==> config.mk <==
export PLATFORM = sky130hd
export DESIGN_NAME = adcba_convert
export DESIGN_NICKNAME = d
export VERILOG_FILES = /design/src/rtl/adcba_pkg.sv /design/src/rtl/adcba_convert.sv
export SDC_FILE = /design/constraint.sdc
export NUM_CORES = 1
export LEC_CHECK = 0
export BUFFER_PORTS_ARGS = -buffer_cell sky130_fd_sc_hd__clkbuf_2
export CAP_MARGIN = 15
export CORE_UTILIZATION = 64
export CTS_CLUSTER_DIAMETER = 100
export DETAILED_ROUTE_END_ITERATION = 16
export PLACE_DENSITY = 0.83
export SYNTH_ARGS = -nofsm -noshare
export SYNTH_HDL_FRONTEND = slang
export SYNTH_SLANG_ARGS = --single-unit
==> constraint.sdc <==
create_clock -name clk -period 8.2 [get_ports clk]
set_input_delay 0.41 -clock clk [delete_from_list [all_inputs] [get_ports clk]]
set_output_delay 0.41 -clock clk [all_outputs]
set_load 0.005 [all_outputs]
==> src/rtl/adcba_pkg.sv <==
`default_nettype none

package adcba_pkg;

    // Number of converter channels carried in one sample frame.
    localparam int NUM_CH = 6;

    // Fixed field widths.
    localparam int GAIN_W      = 24;
    localparam int VOFFS_W     = 16;
    localparam int OUT_W       = 18;
    localparam int TEMP_W      = 15;
    localparam int CFG_IDX_W   = 3;
    localparam int CFG_DATA_W  = 24;
    localparam int OUT_TDATA_W = 112;

    // Saturation limits of the converted fields.
    localparam int OUT_MAX  = 131071;
    localparam int OUT_MIN  = -131072;
    localparam int TEMP_MAX = 32767;

    // Calibration defaults after reset.
    localparam logic [GAIN_W-1:0]         RST_CHASSIS_VOLT_GAIN   = 24'd539034;
    localparam logic signed [VOFFS_W-1:0] RST_CHASSIS_VOLT_OFFSET = 16'sd6;
    localparam logic [GAIN_W-1:0]         RST_CAP_VOLT_GAIN       = 24'd537854;
    localparam logic signed [VOFFS_W-1:0] RST_CAP_VOLT_OFFSET     = 16'sd14;
    localparam logic [GAIN_W-1:0]         RST_CURRENT_GAIN        = 24'd1320321;
    localparam logic signed [OUT_W-1:0]   RST_CURRENT_OFFSET      = -18'sd41250;

    // Register indexes of the configuration channel.
    typedef enum logic [CFG_IDX_W-1:0] {
        CFG_CHASSIS_VOLT_GAIN   = 3'd0,
        CFG_CHASSIS_VOLT_OFFSET = 3'd1,
        CFG_CAP_VOLT_GAIN       = 3'd2,
        CFG_CAP_VOLT_OFFSET     = 3'd3,
        CFG_CURRENT_GAIN        = 3'd4,
        CFG_CURRENT_OFFSET      = 3'd5
    } cfg_idx_t;

    // Load enables of the conversion pipeline stages.
    typedef struct packed {
        logic ld_prod;
        logic ld_round;
        logic ld_recip;
        logic ld_corr;
        logic ld_out;
    } pipe_ctl_t;

endpackage

`default_nettype wire

==> src/rtl/adcba_convert.sv <==
`default_nettype none

module adcba_convert #(
    parameter int BLOCK_FRAMES = 8,
    parameter int SUM_W        = 15
) (
    input  wire logic                                clk,
    input  wire adcba_pkg::pipe_ctl_t                ctl,
    input  wire logic [SUM_W-1:0]                    sum,
    input  wire logic [adcba_pkg::GAIN_W-1:0]        gain,
    input  wire logic signed [adcba_pkg::OUT_W-1:0]  offset,
    output logic signed [adcba_pkg::OUT_W-1:0]       result
);
    import adcba_pkg::*;

    localparam int PROD_W = SUM_W + GAIN_W;
    localparam int Y_W    = PROD_W + 1 - 16;
    localparam int R_W    = Y_W + 7;
    localparam int V_W    = Y_W + 2;
    localparam logic [PROD_W:0]  HALF  = (PROD_W + 1)'(BLOCK_FRAMES * 32768);
    // floor(2^Y_W / BLOCK_FRAMES): the estimate is low by at most one.
    localparam logic [Y_W-1:0]   RECIP = Y_W'((64'd1 << Y_W) / BLOCK_FRAMES);
    localparam logic [R_W-1:0]   BF    = R_W'(BLOCK_FRAMES);
    localparam logic signed [V_W-1:0] SAT_HI = V_W'(OUT_MAX);
    localparam logic signed [V_W-1:0] SAT_LO = V_W'(OUT_MIN);

    logic [PROD_W-1:0]      prod_reg, prod_next;
    logic [Y_W-1:0]         y_reg, y_next;
    logic [Y_W-1:0]         y_d_reg;
    logic [2*Y_W-1:0]       est;
    logic [Y_W-1:0]         qe_reg, qe_next;
    logic [R_W-1:0]         rem;
    logic [Y_W-1:0]         q_reg, q_next;
    logic signed [V_W-1:0]  val;
    logic signed [OUT_W-1:0] result_reg, result_next;

    always_comb
    begin
        prod_next = PROD_W'(sum) * PROD_W'(gain);
        y_next    = Y_W'(({1'b0, prod_reg} + HALF) >> 16);
        est       = (2*Y_W)'(y_reg) * (2*Y_W)'(RECIP);
        qe_next   = est[2*Y_W-1:Y_W];
        rem       = R_W'(y_d_reg) - R_W'(qe_reg) * BF;
        q_next    = qe_reg + Y_W'(rem >= BF);
        val       = $signed({2'b00, q_reg}) + {{(V_W-OUT_W){offset[OUT_W-1]}}, offset};
        if (val > SAT_HI)
        begin
            result_next = OUT_W'(SAT_HI);
        end
        else if (val < SAT_LO)
        begin
            result_next = OUT_W'(SAT_LO);
        end
        else
        begin
            result_next = OUT_W'(val);
        end
    end

    always_ff @(posedge clk)
    begin
        if (ctl.ld_prod)
        begin
            prod_reg <= prod_next;
        end
        if (ctl.ld_round)
        begin
            y_reg <= y_next;
        end
        if (ctl.ld_recip)
        begin
            qe_reg  <= qe_next;
            y_d_reg <= y_reg;
        end
        if (ctl.ld_corr)
        begin
            q_reg <= q_next;
        end
        if (ctl.ld_out)
        begin
            result_reg <= result_next;
        end
    end

    assign result = result_reg;

    a_estimate_close: assert property (@(posedge clk)
        ctl.ld_corr |-> (rem < (BF << 1)))
        else $error("reciprocal quotient estimate off by more than one");

endmodule

`default_nettype wire

# --- After elaboration in Yosys (flattened, before gate mapping) ---
# Index checks and enable logic that the tools add are counted.
op_classes:
  add_sub_neg: 4
  n_mul: 1
  magnitude_cmp: 3
  n_mux: 1
op_table:
  columns: ["operator", "count"]
  rows:
  - ["$add 39x19->40 const B", 1]
  - ["$mul 15x24->39", 1]
  - ["$ge 31x4->1 const B", 1]
  - ["$add 25x18->26", 1]
  - ["$gt 26x18->1 const B", 1]
  - ["$lt 26x18->1 const B", 1]
  - ["$sub 24x24->25", 1]
  - ["$add 21x1->22", 1]
  - ["$mux 18", 1]
totals:
  regBits: 150
  input_bits: 63
  output_inout_bits: 18
  elab_cells: 15

# --- Logic depth before layout (Yosys ltp) ---
logic_depth:
  depth_word: 3
  depth_mapped: 24
  ltp_nobuf: 23

# --- Worst setup path after synthesis ---
# OpenSTA, ideal clock, no wires.
synth_timing:
  path_kind: "input to register"
  startpoint: "input sum[14]"
  endpoint: "register prod_reg[28] (data pin)"
  setup_ps: 262
  arrival_time_ps: 6102
  t_required_ps: 7938
  path_slack_ps: 1836
  cell_stages: 21
  path_buffers: 1
  cell_sequence: "clkbuf_1 -> nand2_1 -> fa_1 -> fa_1 -> inv_1 -> fa_1 -> fa_1 -> fa_1 -> inv_1 -> fa_1 -> inv_1 -> ha_1 -> and4_1 -> nand3_1 -> nor3_1 -> a2111oi_2 -> a2111oi_0 -> or2_2 -> a311oi_1 -> o21bai_1 -> xor2_1"
synth_via:
  elab_chain_len: 1
synth_rtl:
  columns: ["element", "line", "source"]
  rows:
  - ["start: declaration", "adcba_convert.sv:9", "input wire logic [SUM_W-1:0] sum,"]
  - ["$mul 15x24->39", "adcba_convert.sv:39", "prod_next = PROD_W'(sum) * PROD_W'(gain);"]
  - ["via prod_next[28]", "adcba_convert.sv:27", "logic [PROD_W-1:0] prod_reg, prod_next;"]
  - ["end signal: assignment", "adcba_convert.sv:64", "prod_reg <= prod_next;"]
  - ["end: declaration", "adcba_convert.sv:27", null]
# The timed path passes the listed nets, and every way through them passes these cells.
# A chain may end at the register's enable or synchronous reset.

# --- Final worst setup path ---
layout_timing:
  startpoint: "input sum[11]"
  endpoint: "register prod_reg[28] (data pin)"
# Same word-level chain as after synthesis.

==> flow_metrics.tcl <==
set metrics [dict create \
    die_w_um 158 \
    p_per_area_nw_per_um2 429 \
    globalplace.congestion 0.894 \
    ys_seq_area_frac 0.197 \
    synth-compound-area-share 0.0591 \
    core_um2 23700 \
    grt_start_max_net_pins 25 \
    cp_max_fo 24 \
    topRoutingLayerUsed "met4" \
    hpwl_um 25400 \
    grt_pass1_vias 11200 \
    wl_met3_um 2230 \
    syn-num-nets 2026 \
    diodes 0 \
    nFillCells 1776 \
    end_kind "flip-flop" \
    synth-simple-area-share 0.152 \
    synthToLayoutAreaGrowth_pct 4.98 \
    drc 0 \
    final.setup_skew_ns 0.00677 \
    routed_wl_um 32200 \
    wl_per_cell_um 16.9 \
    wl_met1_um 12400 \
    postRouteAntennaNets 0 \
    worst_slew_pin_slew_ns 0.801 \
    period_needed_ns 7.01 \
    grt_pass1_wl_um 53300 \
    cp.required_ns 8.30 \
    synth_top_family_by_area "adder cells" \
    fmax_mhz 143 \
    utilization 0.690 \
    die_y_um 158 \
    cts.htree.levels 3 \
    synth.area.mux_share 0.00129 \
    cts-resized-gates 0 \
    slew_viol_final 0 \
    fin_tns_setup_ns 0 \
    die_area_um2 25000 \
    vias 10714 \
    drt-vias-per-instance 5.62 \
    maxSlewHeadroom 0.466 \
    cts_tree "built" \
    overflow 0 \
    pin_count 81 \
    synth_fa_ha_area_frac 0.464 \
    min-delay-path-class "flip-flop to flip-flop" \
    run_status "complete, no violations" \
    drt_first_iter_violations 697 \
    track_usage 0.278 \
    clkSlewWorstSetupHoldPaths_ns 0.07 \
    antenna_found_initial 0 \
    rsz0062_at_grt "no" \
    first_pass_iters 5 \
    root_buffer "clkbuf_16" \
    synth-main-ff-cell "edfxtp_1" \
    seq_area_um2 3060 \
    avgSynthCellArea_um2 10.0 \
    clock_latency_ns 0.35 \
    cts.sinks 102 \
    setup_viol 0 \
    cts_hold_buf 0 \
    portBuffers 80 \
    start_kind "input port" \
    drive_gt1_frac 0.0712 \
    ys_async_sr_fraction 0 \
    synth_xor_area_frac 0.0332 \
    synth.distinct_cells 52 \
    ys_ff_latch 102 \
    cts_setup_buffers 0 \
    arrival_ns 7.11 \
    drv_cap 0 \
    syn_area_um2 15600 \
    synthCells 1556 \
    min_period_over_period 0.855 \
    num_rows 56 \
    crit_type "input port to flip-flop" \
    max-vdd-ir-drop_mv 0.523 \
    multiInputGateArea_um2 11100 \
    initial_core_util 0.658 \
    yosysWarnings 0 \
    synth_edf_count 102 \
    cts_max_path_buffers 2 \
    p_leak_nw 7.98 \
    nets 2053 \
    hold_viol_final 0 \
    wl_met2_um 16400 \
    numCtsBuffers 9 \
]
## final cells by class
cell class                 instances  area share
tap                              319      0.0244
clock buffer                       9      0.0138
inverter                         313      0.0719
clock inverter                     6     0.00184
sequential                       102       0.187
multi-input combinational       1077       0.676
timing repair buffer              80      0.0245
## cells by family (layout without fill, tap and decap cells)
logic type / count (synthesis) / count (layout)
simple gates: 476 / 476
fa+ha+maj: 407 / 407
buf+inv: 377 / 408
compound gates: 133 / 133
flops: 102 / 102
xor+xnor: 59 / 59
mux: 2 / 2
## stage by stage
stage	hold WS, ns	cells	power [mW]	setup slack (ns)	area [um2]
4_1_cts	0.419	1906	7.05	1.20	16300
3_3_place_gp	0.401	1891	6.44	1.01	16100
5_1_grt	0.422	1906	7.79	0.831	16300
2_1_floorplan	0.400	1556	5.37	1.84	15600
6_report	0.419	1906	7.01	1.19	16300
3_5_place_dp	0.405	1891	6.61	0.839	16100
## worst max-delay path, stage by stage
cell and delay [ns]:
clkbuf_2 0.35, and2_1 0.32, fa_1 0.53, inv_1 0.05, fa_1 0.49, inv_1 0.06
fa_1 0.50, fa_1 0.53, fa_1 0.55, inv_1 0.06, fa_1 0.53, inv_1 0.04
ha_1 0.30, and4_1 0.21, nand3_1 0.10, nor3_1 0.08, a2111oi_2 0.77, a2111oi_0 0.26
or2_2 0.39, a311oi_1 0.30, o21bai_1 0.12, xor2_1 0.14
## cells in the final DEF, fill, tap and decap left out, types with 3 or more instances in the layout
master and n:
nand2b_1 4, a21oi_2 10, nor3_1 10, xnor2_1 35
inv_1 313, o21ai_0 19, and2_1 180, clkinv_1 3
clkbuf_16 9, a31oi_1 8, a21o_1 18, a211oi_1 3
nand2_1 203, nand3_1 20, a21o_2 3, nor2_1 29
o21a_1 7, o21bai_1 7, a21oi_1 38, clkbuf_2 80
ha_1 123, nand4_1 7, and4_1 3, xor2_1 24
edfxtp_1 102, fa_1 284, and3_1 8, nor2b_1 3
o211ai_1 3
## routing by layer
metal,GRT usage,up-vias
li1,-,4834
met1,0.346,5331
met2,0.481,429
met3,0.0487,120
met4,0.114,0
met5,0,-
## worst paths after layout
path,start,end,slack [ns],cells past startpoint
max,sum[11],prod_reg[28],1.19,22
min,y_reg[11],y_d_reg[11],0.42,0
max reg2reg,q_reg[0],result[2],4.33,11
min reg2reg,y_reg[11],y_d_reg[11],0.42,0
## power by group
| part | switching [mW] | internal [mW] | leakage (nW) |
|---|---|---|---|
| combinational | 3.15 | 2.41 | 6.86 |
| sequential | 0.0715 | 1.00 | 0.996 |
| clock | 0.172 | 0.200 | 0.128 |
## cell usage after synthesis (2+ instances only)
library cell / n / share of area
buf_6: 3 / 0.0022
a211o_1: 2 / 0.0011
fa_1: 284 / 0.37
or3_1: 2 / 0.00080
and4_1: 3 / 0.0017
ha_1: 123 / 0.099
nor2_1: 29 / 0.0070
nand2_1: 203 / 0.049
xnor2_1: 35 / 0.020
o211ai_1: 3 / 0.0014
a21o_1: 18 / 0.0087
mux2i_1: 2 / 0.0013
a21oi_2: 10 / 0.0056
o21a_1: 7 / 0.0034
a21oi_1: 38 / 0.012
nand2b_1: 4 / 0.0016
nand4_1: 7 / 0.0028
a211oi_1: 3 / 0.0014
and3_1: 8 / 0.0032
inv_1: 313 / 0.075
o21bai_1: 7 / 0.0034
a31o_2: 2 / 0.0011
and2_1: 180 / 0.072
a21o_2: 3 / 0.0017
o21ai_0: 19 / 0.0061
nand3_1: 20 / 0.0064
xor2_1: 24 / 0.013
nor3_1: 10 / 0.0032
nor2b_1: 3 / 0.0012
edfxtp_1: 102 / 0.20
nor3b_1: 2 / 0.00096
clkbuf_1: 60 / 0.014
a31oi_1: 8 / 0.0032
Note: power is estimated with default switching activity, not from simulation.
