## config.mk

```make
export PLATFORM = sky130hd
export DESIGN_NAME = adcba_flow
export DESIGN_NICKNAME = d
export VERILOG_FILES = /design/src/rtl/adcba_pkg.sv /design/src/rtl/adcba_flow.sv
export SDC_FILE = /design/constraint.sdc
export NUM_CORES = 1
export LEC_CHECK = 0
export BUFFER_PORTS_ARGS = -buffer_cell sky130_fd_sc_hd__buf_4
export CORE_AREA = 5 5 42 44
export CTS_CLUSTER_DIAMETER = 30
export DETAILED_ROUTE_END_ITERATION = 12
export DIE_AREA = 0 0 47 49
export SLEW_MARGIN = 20
export SYNTH_ARGS = -nofsm -noshare
export SYNTH_HDL_FRONTEND = slang
export SYNTH_SLANG_ARGS = --single-unit
```

## constraint.sdc

```tcl
create_clock -name clk -period 1.16 [get_ports clk]
set_input_delay 0.058 -clock clk [delete_from_list [all_inputs] [get_ports clk]]
set_output_delay 0.058 -clock clk [all_outputs]
set_load 0.01 [all_outputs]
```

## src/rtl/adcba_pkg.sv

```systemverilog
`default_nettype none

package adcba_pkg;

    // Number of converter channels carried in one sample frame.
    localparam int NUM_CH = 6;

    // Fixed field widths.
    localparam int GAIN_W      = 24;
    localparam int VOFFS_W     = 16;
    localparam int OUT_W       = 18;
    localparam int TEMP_W      = 15;
    localparam int CFG_IDX_W   = 3;
    localparam int CFG_DATA_W  = 24;
    localparam int OUT_TDATA_W = 112;

    // Saturation limits of the converted fields.
    localparam int OUT_MAX  = 131071;
    localparam int OUT_MIN  = -131072;
    localparam int TEMP_MAX = 32767;

    // Calibration defaults after reset.
    localparam logic [GAIN_W-1:0]         RST_CHASSIS_VOLT_GAIN   = 24'd539034;
    localparam logic signed [VOFFS_W-1:0] RST_CHASSIS_VOLT_OFFSET = 16'sd6;
    localparam logic [GAIN_W-1:0]         RST_CAP_VOLT_GAIN       = 24'd537854;
    localparam logic signed [VOFFS_W-1:0] RST_CAP_VOLT_OFFSET     = 16'sd14;
    localparam logic [GAIN_W-1:0]         RST_CURRENT_GAIN        = 24'd1320321;
    localparam logic signed [OUT_W-1:0]   RST_CURRENT_OFFSET      = -18'sd41250;

    // Register indexes of the configuration channel.
    typedef enum logic [CFG_IDX_W-1:0] {
        CFG_CHASSIS_VOLT_GAIN   = 3'd0,
        CFG_CHASSIS_VOLT_OFFSET = 3'd1,
        CFG_CAP_VOLT_GAIN       = 3'd2,
        CFG_CAP_VOLT_OFFSET     = 3'd3,
        CFG_CURRENT_GAIN        = 3'd4,
        CFG_CURRENT_OFFSET      = 3'd5
    } cfg_idx_t;

    // Load enables of the conversion pipeline stages.
    typedef struct packed {
        logic ld_prod;
        logic ld_round;
        logic ld_recip;
        logic ld_corr;
        logic ld_out;
    } pipe_ctl_t;

endpackage

`default_nettype wire

```

## src/rtl/adcba_flow.sv

```systemverilog
`default_nettype none

module adcba_flow (
    input  wire logic           clk,
    input  wire logic           rst_n,
    input  wire logic           snap_valid,
    output logic                snap_ready,
    output logic                out_valid,
    input  wire logic           out_ready,
    output adcba_pkg::pipe_ctl_t ctl
);
    import adcba_pkg::*;

    // Stage 1 products, 2 rounding, 3 reciprocal, 4 correction, 5 output.
    logic [5:1] valid_reg;
    logic [5:1] valid_next;
    logic [6:1] rdy;
    logic [5:1] vin;
    logic [5:1] load;

    always_comb
    begin
        rdy[6] = out_ready;
        for (int i = 5; i >= 1; i--)
        begin
            rdy[i] = !valid_reg[i] || rdy[i+1];
        end
        vin[1] = snap_valid;
        for (int i = 2; i <= 5; i++)
        begin
            vin[i] = valid_reg[i-1];
        end
        for (int i = 1; i <= 5; i++)
        begin
            load[i]       = rdy[i] && vin[i];
            valid_next[i] = rdy[i] ? vin[i] : valid_reg[i];
        end
    end

    always_ff @(posedge clk or negedge rst_n)
    begin
        if (!rst_n)
        begin
            valid_reg <= '0;
        end
        else
        begin
            valid_reg <= valid_next;
        end
    end

    assign snap_ready  = rdy[1];
    assign out_valid   = valid_reg[5];
    assign ctl.ld_prod  = load[1];
    assign ctl.ld_round = load[2];
    assign ctl.ld_recip = load[3];
    assign ctl.ld_corr  = load[4];
    assign ctl.ld_out   = load[5];

endmodule

`default_nettype wire

```

# == Yosys cells after proc, flatten, opt, wreduce, memory -nomap -nowiden ==
# Cells that the tools add are included.
# Widths: inputs -> output; s select.
# word_totals
ff_bits,5
inputBits,4
out_inout_bits,7
word_cells,20
# classes
reduce_logical,15
# ops
cell,n
$logic_and 1x1->1,5
$logic_not 1->1,5
$logic_or 1x1->1,5

# == Logic depth before layout (Yosys ltp) ==
# Gate-level depths: netlist of run 1.
# depth
word_depth,7
mapped_depth,3
mapped_depth_nobuf,2

# == Worst setup path before layout of run 1 ==
# OpenSTA, ideal clock, no wires.
# synth_timing
kind,reg2reg
from,reg valid_reg[5] in the netlist's numbering
to,reg valid_reg[1] in the netlist's numbering
arrival_time_ps,914
required_ps,1040
path_slack_ps,127
stages_incl_launch_ff,4
period_less_slack_ps,1033
path_cell_list,dfrtp_1 and4b_1 buf_6 a31o_1
# synth_via
elab_chain_len,6
# synth_lines
item,line,source
"start, declared",adcba_flow.sv:15,logic [5:1] valid_reg;
"start signal, assigned",adcba_flow.sv:48,valid_reg <= valid_next;
$logic_not 1->1,adcba_flow.sv:26,rdy[i] = !valid_reg[i] || rdy[i+1];
$logic_or 1x1->1 (5 in series),adcba_flow.sv:26,
# No other way between the ends.
# A chain may end at the register's enable or synchronous reset.

==> impl_metrics.env, run 1 <==
export IMPL_drive_above_1_share_pct=51.3
export IMPL_num_fill_cells=164
export IMPL_cts_path_max_buffers=2
export IMPL_path_max_fanout=6
export IMPL_clk_latency_ns=0.23
export IMPL_rsz0062_at_grt="true"
export IMPL_grt_util_met2_pct=8.14
export IMPL_cap_violations=0
export IMPL_yosysWarnings=0
export IMPL_fin_crit_sh_pct=110
export IMPL_instances_no_fill=55
export IMPL_dp_cells=46
export IMPL_crit_slowest_cell="dfrtp_1"
export IMPL_synth_seq_cells=5
export IMPL_grt_use_met3_pct=2.58
export IMPL_grt_pass1_wl_um=745
export IMPL_vias=210
export IMPL_switchingPower_uw=149
export IMPL_ios=11
export IMPL_p_seq_share_pct=37.6
export IMPL_antennaDiodeCount=0
export IMPL_nNetsFinal=44
export IMPL_numCtsBuffers=3
export IMPL_wirelength_um=516
export IMPL_p_leak_uw=0.000187
export IMPL_grt_pass1_vias=203
export IMPL_p_per_area_nw_per_um2=1430
export IMPL_area_growth_pct=70.5
export IMPL_finalHoldViolCount=0
export IMPL_criticalPathCategory="reg -> out"
export IMPL_yosys_area_share_adder_pct=0
export IMPL_swShare_pct=25.7
export IMPL_min_period_ns=1.28
export IMPL_synth_top_area_share_pct=52.6
export IMPL_cts_tree="built"
export IMPL_synthSimpleGateAreaFrac_pct=22.1
export IMPL_synthMuxAreaShare_pct=0
export IMPL_pwr_share_clk_pct=32.8
export IMPL_synth_cell_types=14
export IMPL_path_cells="and4b_2 > a31oi_1 > buf_4"
export IMPL_worstPathArrival_ns=1.22
export IMPL_slew_viol_final=0
export IMPL_grt_use_total_pct=4.73
export IMPL_status="finished, violations left"
export IMPL_antenna_found_initial=0
export IMPL_grt_max_degree=8
export IMPL_final_cell_area_um2=405
export IMPL_row_count=14
export IMPL_synth_top_area_cell="dfrtp_1"
export IMPL_clkTransAtPathRegs_ns=0.04
export IMPL_fp_coreArea_um2=1400
export IMPL_finalSetupViolations=6
export IMPL_post_dp_cell_area_um2=322
export IMPL_crit_required_ns=1.10
export IMPL_synth_top_family_by_area="simple AND/OR/NAND/NOR gates"
export IMPL_fp_dieH_um=49
export IMPL_via_per_inst=3.82
export IMPL_violations="negative setup slack"
export IMPL_largest_reg_flops=5
export IMPL_routedWlPerCell_um=9.38
export IMPL_worst_pin_slew_ns=0.211
export IMPL_ys_seq_area_share_pct=52.6
export IMPL_overflow=0
export IMPL_skew_ns=0.000769
export IMPL_clock_fmax_mhz=781
export IMPL_synth_xor_area_share_pct=0
export IMPL_initial_utilization_pct=17.0
export IMPL_clock_sinks=5
export IMPL_synth_compound_area_share_pct=18.9
export IMPL_drc=0
export IMPL_die_w_um=47
export IMPL_worstSetupEndpointType="primary output"
export IMPL_p_int_uw=429
export IMPL_crit_buf_inv=1
export IMPL_min_path_type="in -> reg"
export IMPL_gp_congestion=0.571
export IMPL_max_stage_delay_ns=0.38
export IMPL_cts_max_level=1
export IMPL_drtPass1Iterations=2
export IMPL_grt_busiest_layer="met2"
export IMPL_clockRootBuffer="clkbuf_4"
export IMPL_worst_setup_path_start_kind="flop"
export IMPL_final_util_pct=28.9
export IMPL_port_buffers=10
export IMPL_antenna_left=0
export IMPL_cp_top_family="flip-flops"
export IMPL_syn_area_per_cell_um2=11.3
export IMPL_total_power_uw=578
export IMPL_grt_use_met1_pct=3.33
export IMPL_ys_top_cells_by_area="dfrtp_1 (53%), a21o_1 (6.3%), nand2b_1 (5.3%)"
export IMPL_syn_inst=21
export IMPL_drt_iter0_markers=3
export IMPL_die_area_um2=2300
export IMPL_setup_slack_ns=-0.121
export IMPL_max_slew_margin_pct=85.9
export IMPL_syn_cell_area_um2=238
export IMPL_vdd_drop_max_mv=0.443
export IMPL_postSynthNetCount=25
export IMPL_combPwrFrac_pct=29.5
## cell usage after synthesis (all sizes together)
master and count:
a21boi 2, a21o 2, a31o 1, a31oi 1, and2 1, and4b 1
buf 1, dfrtp 5, inv 1, nand2b 2, nand3 1, nor2b 2
or2 1
## timing repair
action	4_1_cts	5_1_grt
buffers inserted	1	3
gates resized for setup	4	2
endpoints found under the setup margin	5	6
hold endpoints to repair	5	0
pin swaps	2	3
hold buffers	1	0
## per-stage QoR
step / setup slack (ns) / hold slack, ns / setup TNS [ns]
final: -0.121 / 0.0334 / -0.401
after global routing: -0.200 / 0.0411 / -0.804
after CTS: -0.138 / 0.0249 / -0.402
after detailed placement: 0.118 / -0.138 / 0
after global placement: 0.124 / -0.140 / 0
after floorplan: 0.127 / -0.238 / 0
## cells by family after synthesis
family	count (synthesis)
AO/OA/AOI/OAI	6
buffers and inverters	2
flip-flops	5
AND/OR/NAND/NOR	8
## per-layer routing
| layer | part of all wire, % | wire length, µm | vias to the layer above |
|---|---|---|---|
| li1 | - | - | 108 |
| met4 | 0 | 0 | 0 |
| met3 | 6.8 | 35 | 0 |
| met5 | 0 | 0 | - |
| met2 | 64 | 329 | 3 |
| met1 | 29 | 151 | 99 |
## power groups by stage
stage / registers (µW) / clock network (µW) / logic [µW]
final: 218 / 190 / 171
after global routing: 220 / 213 / 188
after CTS: 218 / 203 / 148
after detailed placement: 219 / 0 / 132
after global placement: 217 / 0 / 131
after floorplan: 215 / 0 / 75.0
## worst register-to-register path: stages (launching register included)
cell     delay (ns)
dfrtp_1        0.38
and4b_2        0.30
buf_4          0.15
buf_6          0.10
or2_1          0.20
## cells in the final DEF (no fill, tap or decap)
| cell type | n |
|---|---|
| a21boi_1 | 1 |
| a21boi_2 | 1 |
| a21o_1 | 2 |
| a31o_1 | 1 |
| a31oi_1 | 1 |
| and2_1 | 1 |
| and4b_2 | 1 |
| buf_4 | 12 |
| buf_6 | 2 |
| clkbuf_1 | 1 |
| clkbuf_4 | 3 |
| dfrtp_1 | 5 |
| dlygate4sd3_1 | 1 |
| inv_1 | 1 |
| nand2b_1 | 2 |
| nand3_2 | 1 |
| nor2b_1 | 2 |
| or2_1 | 1 |
## cell type report
| class | instances | area [µm²] | area share (%) |
|---|---|---|---|
| repair buffers | 15 | 123 | 30.2 |
| clock buffers | 4 | 26.3 | 6.48 |
| flip-flops and latches | 5 | 125 | 30.9 |
| multi-input cells | 14 | 108 | 26.5 |
| inverters | 1 | 3.75 | 0.926 |
| well taps | 16 | 20.0 | 4.94 |
## final timing paths
path	start	end	slack [ns]	depth (start not counted)
worst max-delay path	valid_reg[3]	ctl[4]	-0.12	3
min in group asynchronous	rst_n	valid_reg[2]	0.17	2
worst min-delay path	snap_valid	valid_reg[1]	0.03	2
worst min register to register	valid_reg[3]	valid_reg[4]	0.48	1
max in group asynchronous	rst_n	valid_reg[4]	0.89	2
worst max register to register	valid_reg[3]	valid_reg[3]	-0.09	4
Note: power is estimated with default switching activity, not from simulation.
==> run 2: changes to the inputs <==
--- a/config.mk
+++ b/config.mk
@@ -10,6 +10,7 @@
 export CTS_CLUSTER_DIAMETER = 30
 export DETAILED_ROUTE_END_ITERATION = 12
 export DIE_AREA = 0 0 47 49
+export REMOVE_ABC_BUFFERS = 1
 export SLEW_MARGIN = 20
 export SYNTH_ARGS = -nofsm -noshare
 export SYNTH_HDL_FRONTEND = slang
==> constraint.sdc (replaced) <==
create_clock -name clk -period 1.1 [get_ports clk]
set_input_delay 0.055 -clock clk [delete_from_list [all_inputs] [get_ports clk]]
set_output_delay 0.055 -clock clk [all_outputs]
set_load 0.01 [all_outputs]
==> run 2 against run 1 <==
The flow still finishes with violations (negative setup slack). Highest routed layer unchanged. Routed wire length down 1.4%. Non-clock buffer count unchanged. Count of clock-buffer cells in the layout unchanged. Power up 6.1%. Sequential share of layout area down 0.095 points. Hold slack worse by 0.0061 ns. Clock power up 7%. Cell count unchanged. Core utilization up 0.089 points. Critical path depth unchanged. Largest cell class unchanged.
==> impl_metrics.env, run 2 (synthesized netlist as in run 1, its figures left out) <==
export IMPL_fin_crit_sh_pct=113
export IMPL_largest_reg_flops=5
export IMPL_vias=212
export IMPL_slew_viol_final=0
export IMPL_grt_pass1_wl_um=903
export IMPL_wirelength_um=509
export IMPL_worst_pin_slew_ns=0.178
export IMPL_setup_slack_ns=-0.143
export IMPL_die_area_um2=2300
export IMPL_clock_fmax_mhz=805
export IMPL_max_slew_margin_pct=88.1
export IMPL_violations="negative setup slack"
export IMPL_vdd_drop_max_mv=0.355
export IMPL_grt_pass1_vias=213
export IMPL_finalSetupViolations=5
export IMPL_ff_latch_area_um2=125
export IMPL_cap_violations=0
export IMPL_crit_required_ns=1.04
export IMPL_initial_utilization_pct=17.0
export IMPL_numCtsBuffers=3
export IMPL_row_count=14
export IMPL_fp_coreArea_um2=1400
export IMPL_drc=0
export IMPL_fp_dieH_um=49
export IMPL_ios=11
export IMPL_area_growth_pct=71.1
export IMPL_cts_path_max_buffers=2
export IMPL_rsz0062_at_grt="true"
export IMPL_mostFrequentLayoutCells="buf_4 (13), dfrtp_1 (5), clkbuf_4 (3)"
export IMPL_nNetsFinal=44
export IMPL_worstSetupEndpointType="primary output"
export IMPL_clock_sinks=5
export IMPL_highest_layer="met3"
export IMPL_clk_latency_ns=0.23
export IMPL_path_max_fanout=6
export IMPL_drive_above_1_share_pct=53.8
export IMPL_antenna_left=0
export IMPL_p_per_area_nw_per_um2=1510
export IMPL_criticalPathCategory="reg -> out"
export IMPL_die_w_um=47
export IMPL_final_util_pct=29.0
export IMPL_drt_iter0_markers=0
export IMPL_clkTransAtPathRegs_ns=0.04
export IMPL_met2_length_um=314
export IMPL_wl_met1_um=161
export IMPL_min_path_type="in -> reg"
export IMPL_drtPass1Iterations=1
export IMPL_via_per_inst=3.85
export IMPL_wl_met3_um=33
export IMPL_worst_setup_path_start_kind="flop"
export IMPL_antenna_found_initial=0
export IMPL_worstPathArrival_ns=1.19
export IMPL_overflow=0
export IMPL_status="finished, violations left"
export IMPL_layout_commonest_cell="buf_4"
export IMPL_min_period_ns=1.24
export IMPL_cts_max_level=1
export IMPL_antennaDiodeCount=0
export IMPL_cts_tree="built"
export IMPL_skew_ns=0.000208
export IMPL_routedWlPerCell_um=9.25
export IMPL_total_power_uw=613
export IMPL_finalHoldViolCount=0
export IMPL_grt_max_degree=8
export IMPL_multi_input_area_um2=113
export IMPL_grt_use_total_pct=5.59
export IMPL_gp_congestion=0.550
export IMPL_dp_cells=47
export IMPL_p_leak_uw=0.000193
export IMPL_num_fill_cells=160
export IMPL_instances_no_fill=55
export IMPL_port_buffers=10
export IMPL_clockRootBuffer="clkbuf_4"
-- run 2: changes by cell type in the layout (fill, tap and decap cells not counted) --
cell	change
nand2b_4	+1
nand2b_1	-1
buf_6	-1
nand3_2	-1
nor2b_2	+1
nor2b_1	-1
buf_4	+1
nand3_1	+1
-- run 2: worst paths after layout --
kind,slack [ns],depth (start not counted),to,from
min,0.03,2,valid_reg[1],snap_valid
max in group asynchronous,0.84,2,valid_reg[3],rst_n
min reg2reg,0.52,1,valid_reg[2],valid_reg[1]
max reg2reg,-0.02,3,valid_reg[3],valid_reg[3]
min in group asynchronous,0.16,2,valid_reg[5],rst_n
max,-0.14,3,ctl[4],valid_reg[3]
-- run 2: layer usage --
layer | vias up | global-route usage (%)
met5 | - | 0
met4 | 0 | 4.15
met3 | 0 | 2.21
met2 | 3 | 8.82
met1 | 102 | 5.57
li1 | 107 | -
-- run 2: critical path, stage by stage (launching register included) --
cell and delay, ns:
dfrtp_1 0.37, and4b_2 0.28, a31oi_1 0.17, buf_4 0.14
-- run 2: area by class of cell --
type	instances	area share [%]
Clock buffer	4	6.46
Inverter	1	0.923
Multi-Input combinational cell	14	27.7
Sequential cell	5	30.8
Tap cell	16	4.92
Timing Repair Buffer	15	29.2
-- run 2: what timing repair did --
item | CTS | global route
hold buffers | 1 | 0
endpoints found under the hold margin | 5 | 0
pin swaps | 4 | 3
buffers inserted | 3 | 1
gates resized for setup | 4 | 2
gates cloned | 0 | 0
setup endpoints to repair | 5 | 8
-- run 2: metrics by stage --
stage | setup TNS (ns) | setup slack [ns] | hold WS [ns] | cell area (µm²)
floorplan | 0 | 0.117 | -0.241 | 226
global placement | 0 | 0.0927 | -0.142 | 329
detailed placement | 0 | 0.0981 | -0.141 | 329
CTS | -0.471 | -0.150 | 0.0241 | 389
global route | -0.791 | -0.201 | 0.0413 | 407
finish | -0.416 | -0.143 | 0.0273 | 407
-- run 2: power by group --
group          internal (µW)  switching (µW)  total, µW
Clock                    137            67.3        204
Combinational            112            74.5        186
Sequential               206            17.0        223
