File: config.mk
export PLATFORM = sky130hd
export DESIGN_NAME = adcba_accum
export DESIGN_NICKNAME = d
export VERILOG_FILES = /design/src/rtl/adcba_pkg.sv /design/src/rtl/adcba_accum.sv
export SDC_FILE = /design/constraint.sdc
export NUM_CORES = 1
export LEC_CHECK = 0
export ABC_AREA = 1
export BUFFER_PORTS_ARGS = -buffer_cell sky130_fd_sc_hd__buf_2
export CAP_MARGIN = 20
export CORE_MARGIN = 4
export CORE_UTILIZATION = 55
export CTS_CLUSTER_SIZE = 16
export DETAILED_ROUTE_END_ITERATION = 12
export PLACE_DENSITY = 0.89
export RECOVER_POWER = 50
export SLEW_MARGIN = 20
export SYNTH_ARGS = -nofsm -noshare
export SYNTH_HDL_FRONTEND = slang
export SYNTH_SLANG_ARGS = --single-unit
File: constraint.sdc
create_clock -name clk -period 6.03 [get_ports clk]
set_input_delay 0.3015 -clock clk [delete_from_list [all_inputs] [get_ports clk]]
set_output_delay 0.3015 -clock clk [all_outputs]
set_load 0.01 [all_outputs]
File: src/rtl/adcba_pkg.sv
`default_nettype none

package adcba_pkg;

    // Number of converter channels carried in one sample frame.
    localparam int NUM_CH = 6;

    // Fixed field widths.
    localparam int GAIN_W      = 24;
    localparam int VOFFS_W     = 16;
    localparam int OUT_W       = 18;
    localparam int TEMP_W      = 15;
    localparam int CFG_IDX_W   = 3;
    localparam int CFG_DATA_W  = 24;
    localparam int OUT_TDATA_W = 112;

    // Saturation limits of the converted fields.
    localparam int OUT_MAX  = 131071;
    localparam int OUT_MIN  = -131072;
    localparam int TEMP_MAX = 32767;

    // Calibration defaults after reset.
    localparam logic [GAIN_W-1:0]         RST_CHASSIS_VOLT_GAIN   = 24'd539034;
    localparam logic signed [VOFFS_W-1:0] RST_CHASSIS_VOLT_OFFSET = 16'sd6;
    localparam logic [GAIN_W-1:0]         RST_CAP_VOLT_GAIN       = 24'd537854;
    localparam logic signed [VOFFS_W-1:0] RST_CAP_VOLT_OFFSET     = 16'sd14;
    localparam logic [GAIN_W-1:0]         RST_CURRENT_GAIN        = 24'd1320321;
    localparam logic signed [OUT_W-1:0]   RST_CURRENT_OFFSET      = -18'sd41250;

    // Register indexes of the configuration channel.
    typedef enum logic [CFG_IDX_W-1:0] {
        CFG_CHASSIS_VOLT_GAIN   = 3'd0,
        CFG_CHASSIS_VOLT_OFFSET = 3'd1,
        CFG_CAP_VOLT_GAIN       = 3'd2,
        CFG_CAP_VOLT_OFFSET     = 3'd3,
        CFG_CURRENT_GAIN        = 3'd4,
        CFG_CURRENT_OFFSET      = 3'd5
    } cfg_idx_t;

    // Load enables of the conversion pipeline stages.
    typedef struct packed {
        logic ld_prod;
        logic ld_round;
        logic ld_recip;
        logic ld_corr;
        logic ld_out;
    } pipe_ctl_t;

endpackage

`default_nettype wire

File: src/rtl/adcba_accum.sv
`default_nettype none

module adcba_accum #(
    parameter int BLOCK_FRAMES = 8,
    parameter int SAMPLE_BITS  = 12,
    parameter int SUM_W        = 15
) (
    input  wire logic                   clk,
    input  wire logic                   rst_n,
    input  wire logic                   in_valid,
    output logic                        in_ready,
    input  wire logic [SAMPLE_BITS-1:0] samples [adcba_pkg::NUM_CH],
    output logic                        snap_valid,
    input  wire logic                   snap_ready,
    output logic [SUM_W-1:0]            snap_sums [adcba_pkg::NUM_CH]
);
    import adcba_pkg::*;

    localparam int CNT_W = (BLOCK_FRAMES > 2) ? $clog2(BLOCK_FRAMES) : 1;
    localparam logic [CNT_W-1:0] CNT_LAST = CNT_W'(BLOCK_FRAMES - 1);

    logic [SUM_W-1:0] sums_reg [NUM_CH];
    logic [SUM_W-1:0] sums_next [NUM_CH];
    logic [SUM_W-1:0] add_sums [NUM_CH];
    logic [SUM_W-1:0] snap_reg [NUM_CH];
    logic [CNT_W-1:0] count_reg;
    logic [CNT_W-1:0] count_next;
    logic             snap_valid_reg;
    logic             snap_valid_next;
    logic             last_frame;
    logic             accept;

    assign last_frame = (count_reg == CNT_LAST);
    // A frame that closes a block needs the snapshot stage to be free or draining.
    assign in_ready   = !last_frame || !snap_valid_reg || snap_ready;
    assign accept     = in_valid && in_ready;

    always_comb
    begin
        for (int i = 0; i < NUM_CH; i++)
        begin
            add_sums[i]  = sums_reg[i] + SUM_W'(samples[i]);
            sums_next[i] = sums_reg[i];
            if (accept)
            begin
                sums_next[i] = last_frame ? '0 : add_sums[i];
            end
        end
        count_next = count_reg;
        if (accept)
        begin
            count_next = last_frame ? '0 : count_reg + CNT_W'(1);
        end
        snap_valid_next = snap_valid_reg;
        if (accept && last_frame)
        begin
            snap_valid_next = 1'b1;
        end
        else if (snap_ready)
        begin
            snap_valid_next = 1'b0;
        end
    end

    always_ff @(posedge clk or negedge rst_n)
    begin
        if (!rst_n)
        begin
            for (int i = 0; i < NUM_CH; i++)
            begin
                sums_reg[i] <= '0;
            end
            count_reg      <= '0;
            snap_valid_reg <= 1'b0;
        end
        else
        begin
            sums_reg       <= sums_next;
            count_reg      <= count_next;
            snap_valid_reg <= snap_valid_next;
        end
    end

    always_ff @(posedge clk)
    begin
        if (accept && last_frame)
        begin
            snap_reg <= add_sums;
        end
    end

    assign snap_valid = snap_valid_reg;
    assign snap_sums  = snap_reg;

    a_block_restart: assert property (@(posedge clk) disable iff (!rst_n)
        (accept && last_frame) |=> (count_reg == '0) && snap_valid_reg)
        else $error("block did not restart after its last frame");

    a_snap_kept: assert property (@(posedge clk) disable iff (!rst_n)
        (snap_valid_reg && !snap_ready) |-> !(accept && last_frame))
        else $error("pending snapshot overwritten by a new block");

endmodule

`default_nettype wire

# Word level (Yosys, flattened, before mapping)
# Index checks and enable logic that the tools add are counted.
# W data, S select, Z words.
[totals] reg_bits=184 latchBits=0 mem_bits_rw=0 romBits=0 inputBits=76 output_inout_bits=92 elab_cells=38 memories=0
[classes] add_sub_neg=7 multipliers=0 div_mod_pow=0 order_cmp=0 eq_ne=1 shift=0 mux=9 bitwise_logic=0 reduce_logical=7
[op_table] operator="$add A15 B12 Y15" count=6
[op_table] operator="$mux W15" count=6
[op_table] operator="$add A3 B1 Y3 const B" count=1
[op_table] operator="$eq A3 B3 Y1 const B" count=1
[op_table] operator="$mux W3" count=1
[op_table] operator="$logic_and A1 B1 Y1" count=2
[op_table] operator="$logic_not A1 Y1" count=2
[op_table] operator="$logic_or A1 B1 Y1" count=2
[op_table] operator="$mux W1" count=2
[op_table] operator="$reduce_bool A2 Y1" count=1

# Depth between registers and ports, before layout
# Gate-level depths: netlist of the first run.
[depth] depth_word=7 mapped_depth=11 depth_no_buf=11

# Worst setup path before layout of the first run
# OpenSTA, ideal clock, no wires.
[synth_timing] kind="register to register" start="register count_reg[0]" end="register snap_reg, in the netlist snap_sums[0], enable pin" setup_ps=444 arrival_time_ps=3055 required_ps=5586 slack_ps=2531 path_stages_with_launch=9 path_buffers=1 synth_period_minus_slack_ps=3499 path_cell_list="dfrtp_1 > ha_1 > ha_1 > nand2_1 > nand2_1 > buf_4 > inv_1 > nand2_1 > inv_1"
[synth_via] elab_chain_cells=6
[synth_rtl] element="start: declaration" line_no="adcba_accum.sv:26" source="logic [CNT_W-1:0] count_reg;"
[synth_rtl] element="start signal: assignment" line_no="adcba_accum.sv:79" source="count_reg <= count_next;"
[synth_rtl] element="$eq A3 B3 Y1" line_no="adcba_accum.sv:33" source="assign last_frame = (count_reg == CNT_LAST);"
[synth_rtl] element="$logic_not A1 Y1" line_no="adcba_accum.sv:35" source="assign in_ready = !last_frame || !snap_valid_reg || snap_ready;"
[synth_rtl] element="$logic_or A1 B1 Y1 (2 in a row)" line_no="adcba_accum.sv:35"
[synth_rtl] element="via in_ready" line_no="adcba_accum.sv:11" source="output logic in_ready,"
[synth_rtl] element="$logic_and A1 B1 Y1" line_no="adcba_accum.sv:36" source="assign accept = in_valid && in_ready;"
[synth_rtl] element="$logic_and A1 B1 Y1" line_no="adcba_accum.sv:86" source="if (accept && last_frame)"
[synth_rtl] element="end signal: assignment" line_no="adcba_accum.sv:88" source="snap_reg <= add_sums;"
[synth_rtl] element="end: declaration" line_no="adcba_accum.sv:25" source="logic [SUM_W-1:0] snap_reg [NUM_CH];"
# The timed path passes the listed nets, and every way through them passes these cells.
# A chain may end at the register's enable or synchronous reset.

==> summary.txt, run 1 <==
Outcome
  • Status: finished with violations
  • Failing checks: max-capacitance violations, max-slew violations

Worst hold path
  • Hold_sp: snap_ready
  • Hold Crit Class: in2reg

Power and ir drop
  • Switching Fraction: 0.424
  • Sw power: ~2.7 mW
  • Maximum vdd drop: 0.000202 V
  • Comb power frac: 0.499
  • Pleak: 6.65 nW
  • Clock network power share: 0.172
  • Pwr Density: ~500 nW/um2
  • Int Power: 3.68 mW
  • Reg power frac: 0.329

Logic synthesis
  • Async SR Flop Fraction: 0.511
  • Yosys top cell by area: edfxtp_1
  • Count leader, synth: nand2_1
  • Number of synthesized flops with an enable pin: 90
  • Synth top area cells: edfxtp_1 (24%), dfrtp_1 (21%), nand2_1 (18%)
  • Synth Register Bits: about 180
  • Commonest cells in the netlist: nand2_1 (535), inv_1 (220), dfrtp_1 (94), edfxtp_1 (90), nand3_1 (88)
  • Main combinational cell family by area after synthesis: simple AND/OR/NAND/NOR gates
  • Mapped cell area: 11,300 um2
  • Syn. warnings: 0
  • Post-synthesis mux area share: 0
  • Simple-gate portion of the synthesized area: 0.296
  • Top-area cell type share of the netlist area: 0.239
  • Prevailing post-synth register cell: dfrtp_1
  • Compound-Gate Fraction of Synth Area: 0.0400
  • Synth Area in Adders: 0.0926
  • XOR/XNOR Fraction of Synth Area: 0.0366
  • Synth unique cells: 30
  • Sequential area share after synthesis: 0.448
  • Syn_area_per_cell: 7.99 um2
  • Post-synthesis cell count: 1,414
  • Syn Nets: 1,570

Timing
  • Fmax achieved: 0.271 GHz
  • Tcrit/Tclk final: 0.613
  • Slew at the pin closest to its max-slew limit: approximately 2800 ps
  • Final Hold Vio Count: 0
  • Setup ws final: about 2300 ps
  • Worst hold margin: 84.1 ps
  • Max-slew headroom at the worst pin: -0.885
  • RSZ-0062 raised after global routing: false
  • Fin. max-slew vios: 49
  • Endpoints failing setup: 0
  • Worst-case clock skew: about 16 ps
  • Final Critical Period: 3690 ps
  • Fin Setup TNS: 0 ps

Cells and area
  • N_diodes: 0
  • Final core utilization: 0.634
  • Nets@finish: 1,742
  • Layout cells sized above 1: 0.0901
  • Area growth, synth to finish: 13.6%
  • Design area: between 10,000 and 15,000 um2

Detailed routing
  • Vias: about 9,500
  • 1st-iter DRT viols: 614
  • DRT Pass-1 Iters: 6
  • Total Wirelength: 26,500 um
  • Vias per cell: 5.09
  • Post-route ant nets: 0
  • DR DRC count: 0
  • WL per Instance: 14.2 um

Clock network
  • H-tree Lvls: 4
  • Worst skew pair latency: about 430 ps
  • Clk slew on worst S/H paths: 60 ps
  • Resized Gates After CTS: 0
  • Root Buffer: clkbuf_16
  • CTS tree: built
  • Cts bufs inserted: 17
  • Post-CTS setup buffers: 0
  • Clock sinks: 184
  • Max Root-Sink Buffers: 2

Global routing
  • Largest net degree at the start of global routing: between 90 and 100
  • Grt total ovfl: 0
  • GRT Overall Usage: 0.235
  • Global-route wire length before repair: ~43,000 um
  • Vias in the first global route: 9,446
  • Initial antenna violation count: 0

Setup path
  • Max stage delay on crit path: 1990 ps
  • Kind of critical path: in2async
  • Critical Path Sink Type: asynchronous set/reset pin
  • CP Max Fanout: 48
  • Worst R2R Start: count_reg[0]$_DFFE_PN0N_
  • Critical path origin: rst_n
  • Worst Path Arrival: around 4000 ps
  • Crit-path cells: dlygate4sd3_1 > clkbuf_1 > clkbuf_2
  • Element type at the critical path start: input pin
  • CP max-delay cell: clkbuf_1
  • CP required: 6380 ps

Placement
  • Placed cell area: 12,400 um2
  • Routability cong.: 0.913
  • Pre-CTS WS: 2200 ps
  • Final HPWL DP: approximately 19,000 um
  • Port bufs: roughly 170

Job
  • Max cap viols: 1

Floorplanning
  • Die ar.: 22,900 um2
  • FP Rows: 52
  • Initial Utilization: 0.558
  • IO Pins: 168
  • Core area: 20,200 um2
  • Chip width: around 150 um
  • Die Span Y: approximately 150 um
stage by stage:
step,power [mW],instances
after global routing,6.95,1869
after floorplan,4.53,1414
final,6.38,1869
after global placement,5.12,1835
after detailed placement,5.28,1835
after CTS,6.41,1868
kinds of logic (layout without fill, tap and decap cells):
| logic type | after synthesis | in the layout |
|---|---|---|
| simple gates | 789 | 789 |
| buf+inv | 249 | 434 |
| flops | 184 | 184 |
| fa+ha+maj | 80 | 80 |
| compound gates | 70 | 70 |
| xor+xnor | 42 | 42 |
worst max-delay path, delay by kind of cell:
family | cells | cell delay (ps)
buffers and inverters | 3 | 3720
layer usage:
| layer | vias to the layer above | GRT usage | share of wire |
|---|---|---|---|
| met4 | 0 | 0.0848 | 0.022 |
| met3 | 49 | 0.0365 | 0.058 |
| met2 | 306 | 0.408 | 0.50 |
| li1 | 4776 | - | - |
| met5 | - | 0 | 0 |
| met1 | 4375 | 0.298 | 0.43 |
path summary, 6_finish.rpt:
check,end,slack (ps),cells past startpoint
min,snap_valid$_DFFE_PN0P_,80,2
max reg2reg,snap_sums[3]$_DFFE_PP_,2450,8
max in group clk,snap_sums[3]$_DFFE_PP_,2450,8
max,sums_reg[31]$_DFFE_PN0N_,2340,3
min reg2reg,sums_reg[40]$_DFFE_PN0N_,490,2
min in group asynchronous,sums_reg[83]$_DFFE_PN0N_,1330,2
placed cells by master (no fill, tap or decap), types with 6 or more instances in the layout:
master / instances
nand2_1: 537
inv_1: 219
nand3_1: 94
clkbuf_1: 94
dfrtp_1: 94
edfxtp_1: 90
buf_2: 75
ha_1: 74
nor2_1: 72
and2_1: 39
a21oi_1: 32
xor2_1: 24
a22o_1: 18
clkbuf_16: 17
nand2_2: 13
nand4_1: 12
nand3b_1: 12
xnor2_1: 12
o21ai_1: 11
inv_2: 10
xor2_2: 6
or2_0: 6
fa_1: 6
layout make-up:
class	instances	area (um2)
Fill cell	1701	7410
Tap cell	270	338
Timing Repair Buffer	172	778
Multi-Input combinational cell	981	5220
Inverter	230	866
Clock inverter	12	126
Clock buffer	20	447
Sequential cell	184	5050
what timing repair did:
action	CTS	global route
hold buffers	1	0
endpoints found under the hold margin	47	0
endpoints found under the setup margin	0	0
power groups by stage:
stage	Sequential (mW)	Clock [mW]	Combinational, mW
4_1_cts	2.09	1.12	3.20
5_1_grt	2.13	1.18	3.64
6_report	2.10	1.10	3.18
3_3_place_gp	2.09	0	3.03
3_5_place_dp	2.11	0	3.17
2_1_floorplan	2.07	0	2.46
(Power assumes the default switching activity.)
==> run 2: changes to the inputs <==
Settings changed: ABC_AREA 1 to 0, PLACE_DENSITY 0.89 to 0.9.
Clock period 6.03 ns to 3.5 ns, I/O delays scaled along.
==> summary.txt, run 2 <==
Logic synthesis
  • Synth Register Bits: 184 (unchanged)
  • Syn. warnings: 0 (unchanged)
  • Commonest cells in the netlist: dfrtp_1 (94), edfxtp_1 (90), nand2_1 (85), ha_1 (74), nor2_1 (54)
  • Count leader, synth: dfrtp_1
  • Synth unique cells: 77 (+160%)
  • Prevailing post-synth register cell: dfrtp_1
  • Syn_area_per_cell: 11.3 um2 (+41%)
  • Sequential area share after synthesis: 0.500 (+0.0525)
  • Mapped cell area: 10,100 um2 (-11%)
  • Number of synthesized flops with an enable pin: 90 (unchanged)
  • Syn Nets: 1,053 (-33%)
  • Async SR Flop Fraction: 0.511 (unchanged)
  • Post-synthesis cell count: 897 (-37%)
  • Yosys top cell by area: edfxtp_1
  • Top-area cell type share of the netlist area: 0.267 (+0.0281)
  • Synth top area cells: edfxtp_1 (27%), dfrtp_1 (23%), ha_1 (9.2%)

Power and ir drop
  • Pwr Density: 913 nW/um2 (+83%)
  • Switching Fraction: 0.387 (-0.0371)
  • Reg power frac: 0.342 (+0.013)
  • Int Power: 6.52 mW (+77%)
  • Pleak: 4.90 nW (-26%)
  • Clock network power share: 0.178 (+0.006)
  • Maximum vdd drop: 0.000698 V (+250%)
  • Comb power frac: 0.480 (-0.019)
  • Sw power: 4.12 mW (+52%)

Timing
  • Max-slew headroom at the worst pin: -0.311 (+0.574)
  • Setup ws final: 778 ps (-1560 ps)
  • Fmax achieved: between 0.3 and 0.4 GHz
  • Final Hold Vio Count: 0 (unchanged)
  • Fin. max-slew vios: 72 (+47%)
  • Endpoints failing setup: 0 (unchanged)
  • Worst-case clock skew: 9.23 ps (-7.20 ps)
  • Worst hold margin: 75.6 ps (-8.56 ps)
  • Slew at the pin closest to its max-slew limit: 1970 ps (-861 ps)
  • Tcrit/Tclk final: 0.778
  • Final Critical Period: 2720 ps
  • RSZ-0062 raised after global routing: false
  • Fin Setup TNS: 0 ps (unchanged)

Setup path
  • Critical path origin: count_reg[0]$_DFFE_PN0N_
  • Cells on worst reg2reg path: 9 (+1)
  • Kind of critical path: reg2reg
  • Worst Path Arrival: 3030 ps (-1010 ps)
  • Critical Path Sink Type: flip-flop
  • Worst R2R Start: count_reg[0]$_DFFE_PN0N_
  • FF-to-FF setup slack: 780 ps (-1670 ps)
  • CP Max Fanout: 96 (+100%)
  • Element type at the critical path start: flip-flop
  • CP required: 3810 ps (-2570 ps)
  • CP Capture Point: sums_reg[74]$_DFFE_PN0N_
  • Reg-to-reg endpoint: sums_reg[74]$_DFFE_PN0N_

Job
  • Max cap viols: 1 (unchanged)

Detailed routing
  • DRT Pass-1 Iters: 5 (-1)
  • WL per Instance: 18.4 um (+30%)
  • 1st-iter DRT viols: 549 (-11%)
  • Vias: 7,819 (-18%)
  • Post-route ant nets: 0 (unchanged)
  • DR DRC count: 0 (unchanged)
  • Vias per cell: 5.98 (+18%)
  • Total Wirelength: 24,000 um (-9.1%)

Clock network
  • Clk slew on worst S/H paths: 70 ps (about the same)
  • Worst skew pair latency: 430 ps (about the same)
  • Cts bufs inserted: 17 (unchanged)
  • Resized Gates After CTS: 0 (unchanged)
  • CTS tree: built
  • Max Root-Sink Buffers: 2 (unchanged)
  • H-tree Lvls: 4 (unchanged)
  • Root Buffer: clkbuf_16
  • Hold_buf cts: 2 (+1)
  • Clock sinks: 184 (unchanged)
  • Post-CTS setup buffers: 0 (unchanged)

Global routing
  • Global-route wire length before repair: 38,300 um (-11%)
  • Initial antenna violation count: 0 (unchanged)
  • Grt total ovfl: 0 (unchanged)
  • GRT Overall Usage: 0.234 (-0.00185)
  • Largest net degree at the start of global routing: 97 (+2.1%)
  • Vias in the first global route: 7,815 (-17%)

Floorplanning
  • Chip width: 144 um (-5.1%)
  • Die ar.: 20,600 um2 (-10%)
  • FP Rows: 49 (-5.8%)
  • IO Pins: 168 (unchanged)
  • Initial Utilization: 0.561 (+0.00261)
  • Core area: 18,000 um2 (-11%)
  • Die Span Y: 144 um (-5.1%)

Cells and area
  • N_diodes: 0 (unchanged)
  • Nets@finish: 1,222 (-30%)
  • Layout Cells excl Fill: 1,308 (-30%)
  • Commonest non-fill, non-tap cell in the layout: clkbuf_1
  • Most frequent cells in the layout: clkbuf_1 (95), dfrtp_1 (94), edfxtp_1 (90), nand2_1 (85)
  • Design area: 11,700 um2 (-9.1%)
  • Layout cells sized above 1: 0.136 (+0.0462)
  • Area growth, synth to finish: 15.3%

Worst hold path
  • Hold Crit Class: in2reg

Placement
  • Final HPWL DP: 16,300 um (-15%)
  • Routability cong.: 0.890 (-2.5%)
  • Placed cell area: 11,200 um2 (-9.5%)
  • # placed instances: 1,274 (-31%)
  • Port bufs: 167 (unchanged)
  • Pre-CTS WS: 964 ps (-1240 ps)

Outcome
  • Failing checks: max-capacitance violations, max-slew violations
  • Status: finished with violations
## run 2: critical path, stage by stage (launching register included)
cell and delay [ps]:
dfrtp_1 360, ha_1 150, ha_1 160, inv_1 60, or3_1 440, nand2_4 110
clkbuf_4 840, nor4_1 90, mux2i_1 160, nand2_1 60
## run 2: kinds of logic after synthesis
family / after synthesis / synth area share
flops: 184 / 0.500
simple gates: 262 / 0.123
mux: 5 / 0.00495
buf+inv: 46 / 0.0191
compound gates: 252 / 0.190
xor+xnor: 68 / 0.0589
fa+ha+maj: 80 / 0.103
## run 2: worst min-delay path by stage
stage | from | to | slack, ps | depth (start not counted)
after floorplan | rst_n | count_reg[0]$_DFFE_PN0N_ | -120 | 0
after global placement | rst_n | sums_reg[48]$_DFFE_PN0N_ | 390 | 1
after detailed placement | snap_ready | snap_valid$_DFFE_PN0P_ | 380 | 2
after CTS | samples[60] | snap_sums[75]$_DFFE_PP_ | 60 | 2
after global routing | samples[24] | snap_sums[30]$_DFFE_PP_ | 70 | 2
final | samples[60] | snap_sums[75]$_DFFE_PP_ | 80 | 2
## run 2: metrics by stage
stage	utilization	total power, mW
after global placement	0.622	8.45
after floorplan	-	7.59
after global routing	0.647	11.4
after detailed placement	0.622	8.72
final	0.647	10.6
after CTS	0.655	10.7
## run 2: power by group through the flow
stage / registers, mW / clock network [mW] / logic [mW]
global route: 3.70 / 2.03 / 5.67
finish: 3.63 / 1.90 / 5.11
floorplan: 3.57 / 0 / 4.02
global placement: 3.62 / 0 / 4.84
detailed placement: 3.65 / 0 / 5.07
CTS: 3.62 / 1.93 / 5.13
## run 2: final cells by class
cell class              instances  area [um2]
fillers                      1439        6370
flip-flops and latches        184        5050
multi-input cells             667        4850
repair buffers                177         811
clock buffers                  21         450
well taps                     229         287
clock inverters                11         125
inverters                      19        75.1
## run 2: per-layer routing
| layer | up-vias | part of all wire | GRT usage | wire [um] |
|---|---|---|---|---|
| met5 | - | 0 | 0 | 0 |
| met4 | 0 | 0.018 | 0.0699 | 443 |
| met3 | 38 | 0.073 | 0.0612 | 1770 |
| met2 | 252 | 0.50 | 0.401 | 11900 |
| met1 | 3808 | 0.41 | 0.292 | 9910 |
| li1 | 3721 | - | - | - |
==> run 3: changes to the inputs <==
Settings changed: ABC_AREA 0 to 1, CORE_UTILIZATION 55 to 53.
Clock period 3.5 ns to 2.46 ns, I/O delays scaled along.
==> summary.txt, run 3 (synthesis results as in run 1) <==
Job
  • Max cap viols: 0 (-1)

Detailed routing
  • Total Wirelength: 26,700 um (+11%)
  • Post-route ant nets: 0 (unchanged)
  • 1st-iter DRT viols: 466 (-15%)
  • Vias: 9,491 (+21%)
  • DR DRC count: 0 (unchanged)
  • Vias per cell: 5.05 (-15%)
  • DRT Pass-1 Iters: 5 (unchanged)
  • WL per Instance: 14.2 um (-23%)

Floorplanning
  • Core area: 21,000 um2 (+17%)
  • Die ar.: 23,700 um2 (+15%)
  • FP Rows: 53 (+8.2%)
  • Chip width: 154 um (+7.3%)
  • IO Pins: 168 (unchanged)
  • Die Span Y: 154 um (+7.3%)
  • Initial Utilization: 0.537 (-0.0235)

Outcome
  • Status: completed

Timing
  • Fmax achieved: 0.475 GHz (+29%)
  • Tcrit/Tclk final: 0.857 (+0.0789)
  • RSZ-0062 raised after global routing: false
  • Worst-case clock skew: 11.9 ps (+2.70 ps)
  • Endpoints failing setup: 0 (unchanged)
  • Fin. max-slew vios: 0 (-100%)
  • Final Hold Vio Count: 0 (unchanged)
  • Max-slew headroom at the worst pin: 0.134 (+0.445)
  • Final Critical Period: 2110 ps (-615 ps)
  • Setup ws final: 353 ps (-425 ps)
  • Slew at the pin closest to its max-slew limit: 1300 ps (-668 ps)

Clock network
  • Post-CTS setup buffers: 0 (unchanged)
  • H-tree Lvls: 4 (unchanged)
  • Max Root-Sink Buffers: 2 (unchanged)
  • Clk slew on worst S/H paths: 70 ps (about the same)
  • Worst skew pair latency: 430 ps (about the same)
  • CTS tree: built
  • Clock sinks: 184 (unchanged)
  • Root Buffer: clkbuf_16
  • Cts bufs inserted: 17 (unchanged)

Cells and area
  • Commonest non-fill, non-tap cell in the layout: nand2_1
  • Layout cells sized above 1: 0.0986 (-0.0377)
  • Most frequent cells in the layout: nand2_1 (533), inv_1 (218), dfrtp_1 (94), nand3_1 (92), clkbuf_1 (92)
  • Layout fillers: 1,818 (+26%)
  • Layout Cells excl Fill: 1,878 (+44%)
  • Nets@finish: 1,746 (+43%)
  • Area growth, synth to finish: 14.9%
  • Final core utilization: 0.617 (-0.0294)
  • N_diodes: 0 (unchanged)

Power and ir drop
  • Int Power: 9.27 mW (+42%)
  • Maximum vdd drop: 0.000484 V (-31%)
  • Comb power frac: 0.490 (+0.010)
  • Reg power frac: 0.323 (-0.019)
  • Pwr Density: 1230 nW/um2 (+34%)
  • Sw power: 6.63 mW (+61%)
  • Pleak: 6.73 nW (+37%)
  • Switching Fraction: 0.417 (+0.0299)
  • Clock network power share: 0.186 (+0.008)

Placement
  • Routability cong.: 0.921 (+3.5%)
  • Port bufs: 167 (unchanged)
  • Pre-CTS WS: 458 ps (-506 ps)
  • # placed instances: 1,844 (+45%)
  • Final HPWL DP: 19,600 um (+20%)

Global routing
  • Global-route wire length before repair: 44,500 um (+16%)
  • GRT Overall Usage: 0.228 (-0.00567)
  • Initial antenna violation count: 1 (+1)
  • Grt total ovfl: 0 (unchanged)
  • Vias in the first global route: 9,352 (+20%)
  • Largest net degree at the start of global routing: 94 (-3.1%)

Setup path
  • Kind of critical path: reg2reg
  • Element type at the critical path start: flip-flop
  • CP Max Fanout: 32 (-67%)
  • CP max-delay cell: dfrtp_1
  • CP required: 2540 ps (-1270 ps)
  • Critical Path Sink Type: flip-flop
  • Max stage delay on crit path: 390 ps (-450 ps)
  • Crit-path cells: ha_1 > ha_1 > nand2_4 > nand2_1 > inv_4 > nand2_4 > clkinvlp_4 > buf_4
  • Worst Path Arrival: 2180 ps (-850 ps)

Worst hold path
  • Hold Crit Class: in2reg
-- run 3: cell types whose count changed in the layout (fill, tap and decap cells not counted), sizes merged, moves of 20 or more --
cell / before / now
nor3: 20 / 0
o21ai: 46 / 15
nand2: 86 / 550
nand3: 35 / 94
and2: 20 / 41
xnor2: 37 / 12
inv: 18 / 230
a22o: 38 / 18
a211oi: 20 / 0
-- run 3: layout make-up --
cell class	instances	area, um2	share of cell area
Multi-Input combinational cell	981	5250	0.405
Sequential cell	184	5050	0.390
Inverter	230	870	0.0670
Timing Repair Buffer	176	823	0.0635
Clock buffer	20	457	0.0352
Tap cell	275	344	0.0265
Clock inverter	12	173	0.0133
-- run 3: routing by layer --
layer	vias up	routed length [um]	GRT usage
li1	4783	-	-
met1	4414	11700	0.290
met2	262	13300	0.403
met3	30	1430	0.0428
met4	2	294	0.0555
met5	-	13	0
-- run 3: worst paths after layout --
| path | from | end | slack (ps) | cells after the start |
|---|---|---|---|---|
| worst max-delay path | count_reg[1]$_DFFE_PN0N_ | snap_sums[18]$_DFFE_PP_ | 350 | 8 |
| worst min-delay path | samples[48] | snap_sums[60]$_DFFE_PP_ | 30 | 2 |
| worst max register to register | count_reg[1]$_DFFE_PN0N_ | snap_sums[18]$_DFFE_PP_ | 350 | 8 |
| worst min register to register | sums_reg[81]$_DFFE_PN0N_ | sums_reg[81]$_DFFE_PN0N_ | 490 | 2 |
| max in group asynchronous | rst_n | sums_reg[55]$_DFFE_PN0N_ | 1040 | 3 |
| min in group asynchronous | rst_n | sums_reg[9]$_DFFE_PN0N_ | 510 | 2 |
-- run 3: worst max-delay path: cells and delay by family, from the launching register on --
family,cells,cell delay [ps]
flip-flops,1,390
adder cells (fa/ha/maj),2,500
AND/OR/NAND/NOR,3,250
buffers and inverters,3,560
-- run 3: through the flow --
stage          hold WS, ps  setup TNS [ps]  power, mW  instance area (um2)
3_5_place_dp           203               0       12.9                12500
3_3_place_gp           184               0       12.6                12500
5_1_grt               23.4               0       17.3                13000
4_1_cts               13.1               0       16.0                13100
2_1_floorplan         -173          -28200       11.1                11300
6_report              27.6               0       15.9                13000
-- run 3: what timing repair did --
item                                   in CTS  in global routing
gates resized for setup                     0                  0
endpoints found under the hold margin      44                  0
setup endpoints to repair                   0                  0
hold buffers                                2                  0
-- run 3: power by group through the flow --
stage                     clock network (mW)  registers [mW]  logic, mW
after global routing                    3.13            5.24       8.93
after CTS                               2.99            5.13       7.86
after detailed placement                   0            5.16       7.78
after global placement                     0            5.13       7.48
after floorplan                            0            5.08       6.05
final                                   2.96            5.14       7.80
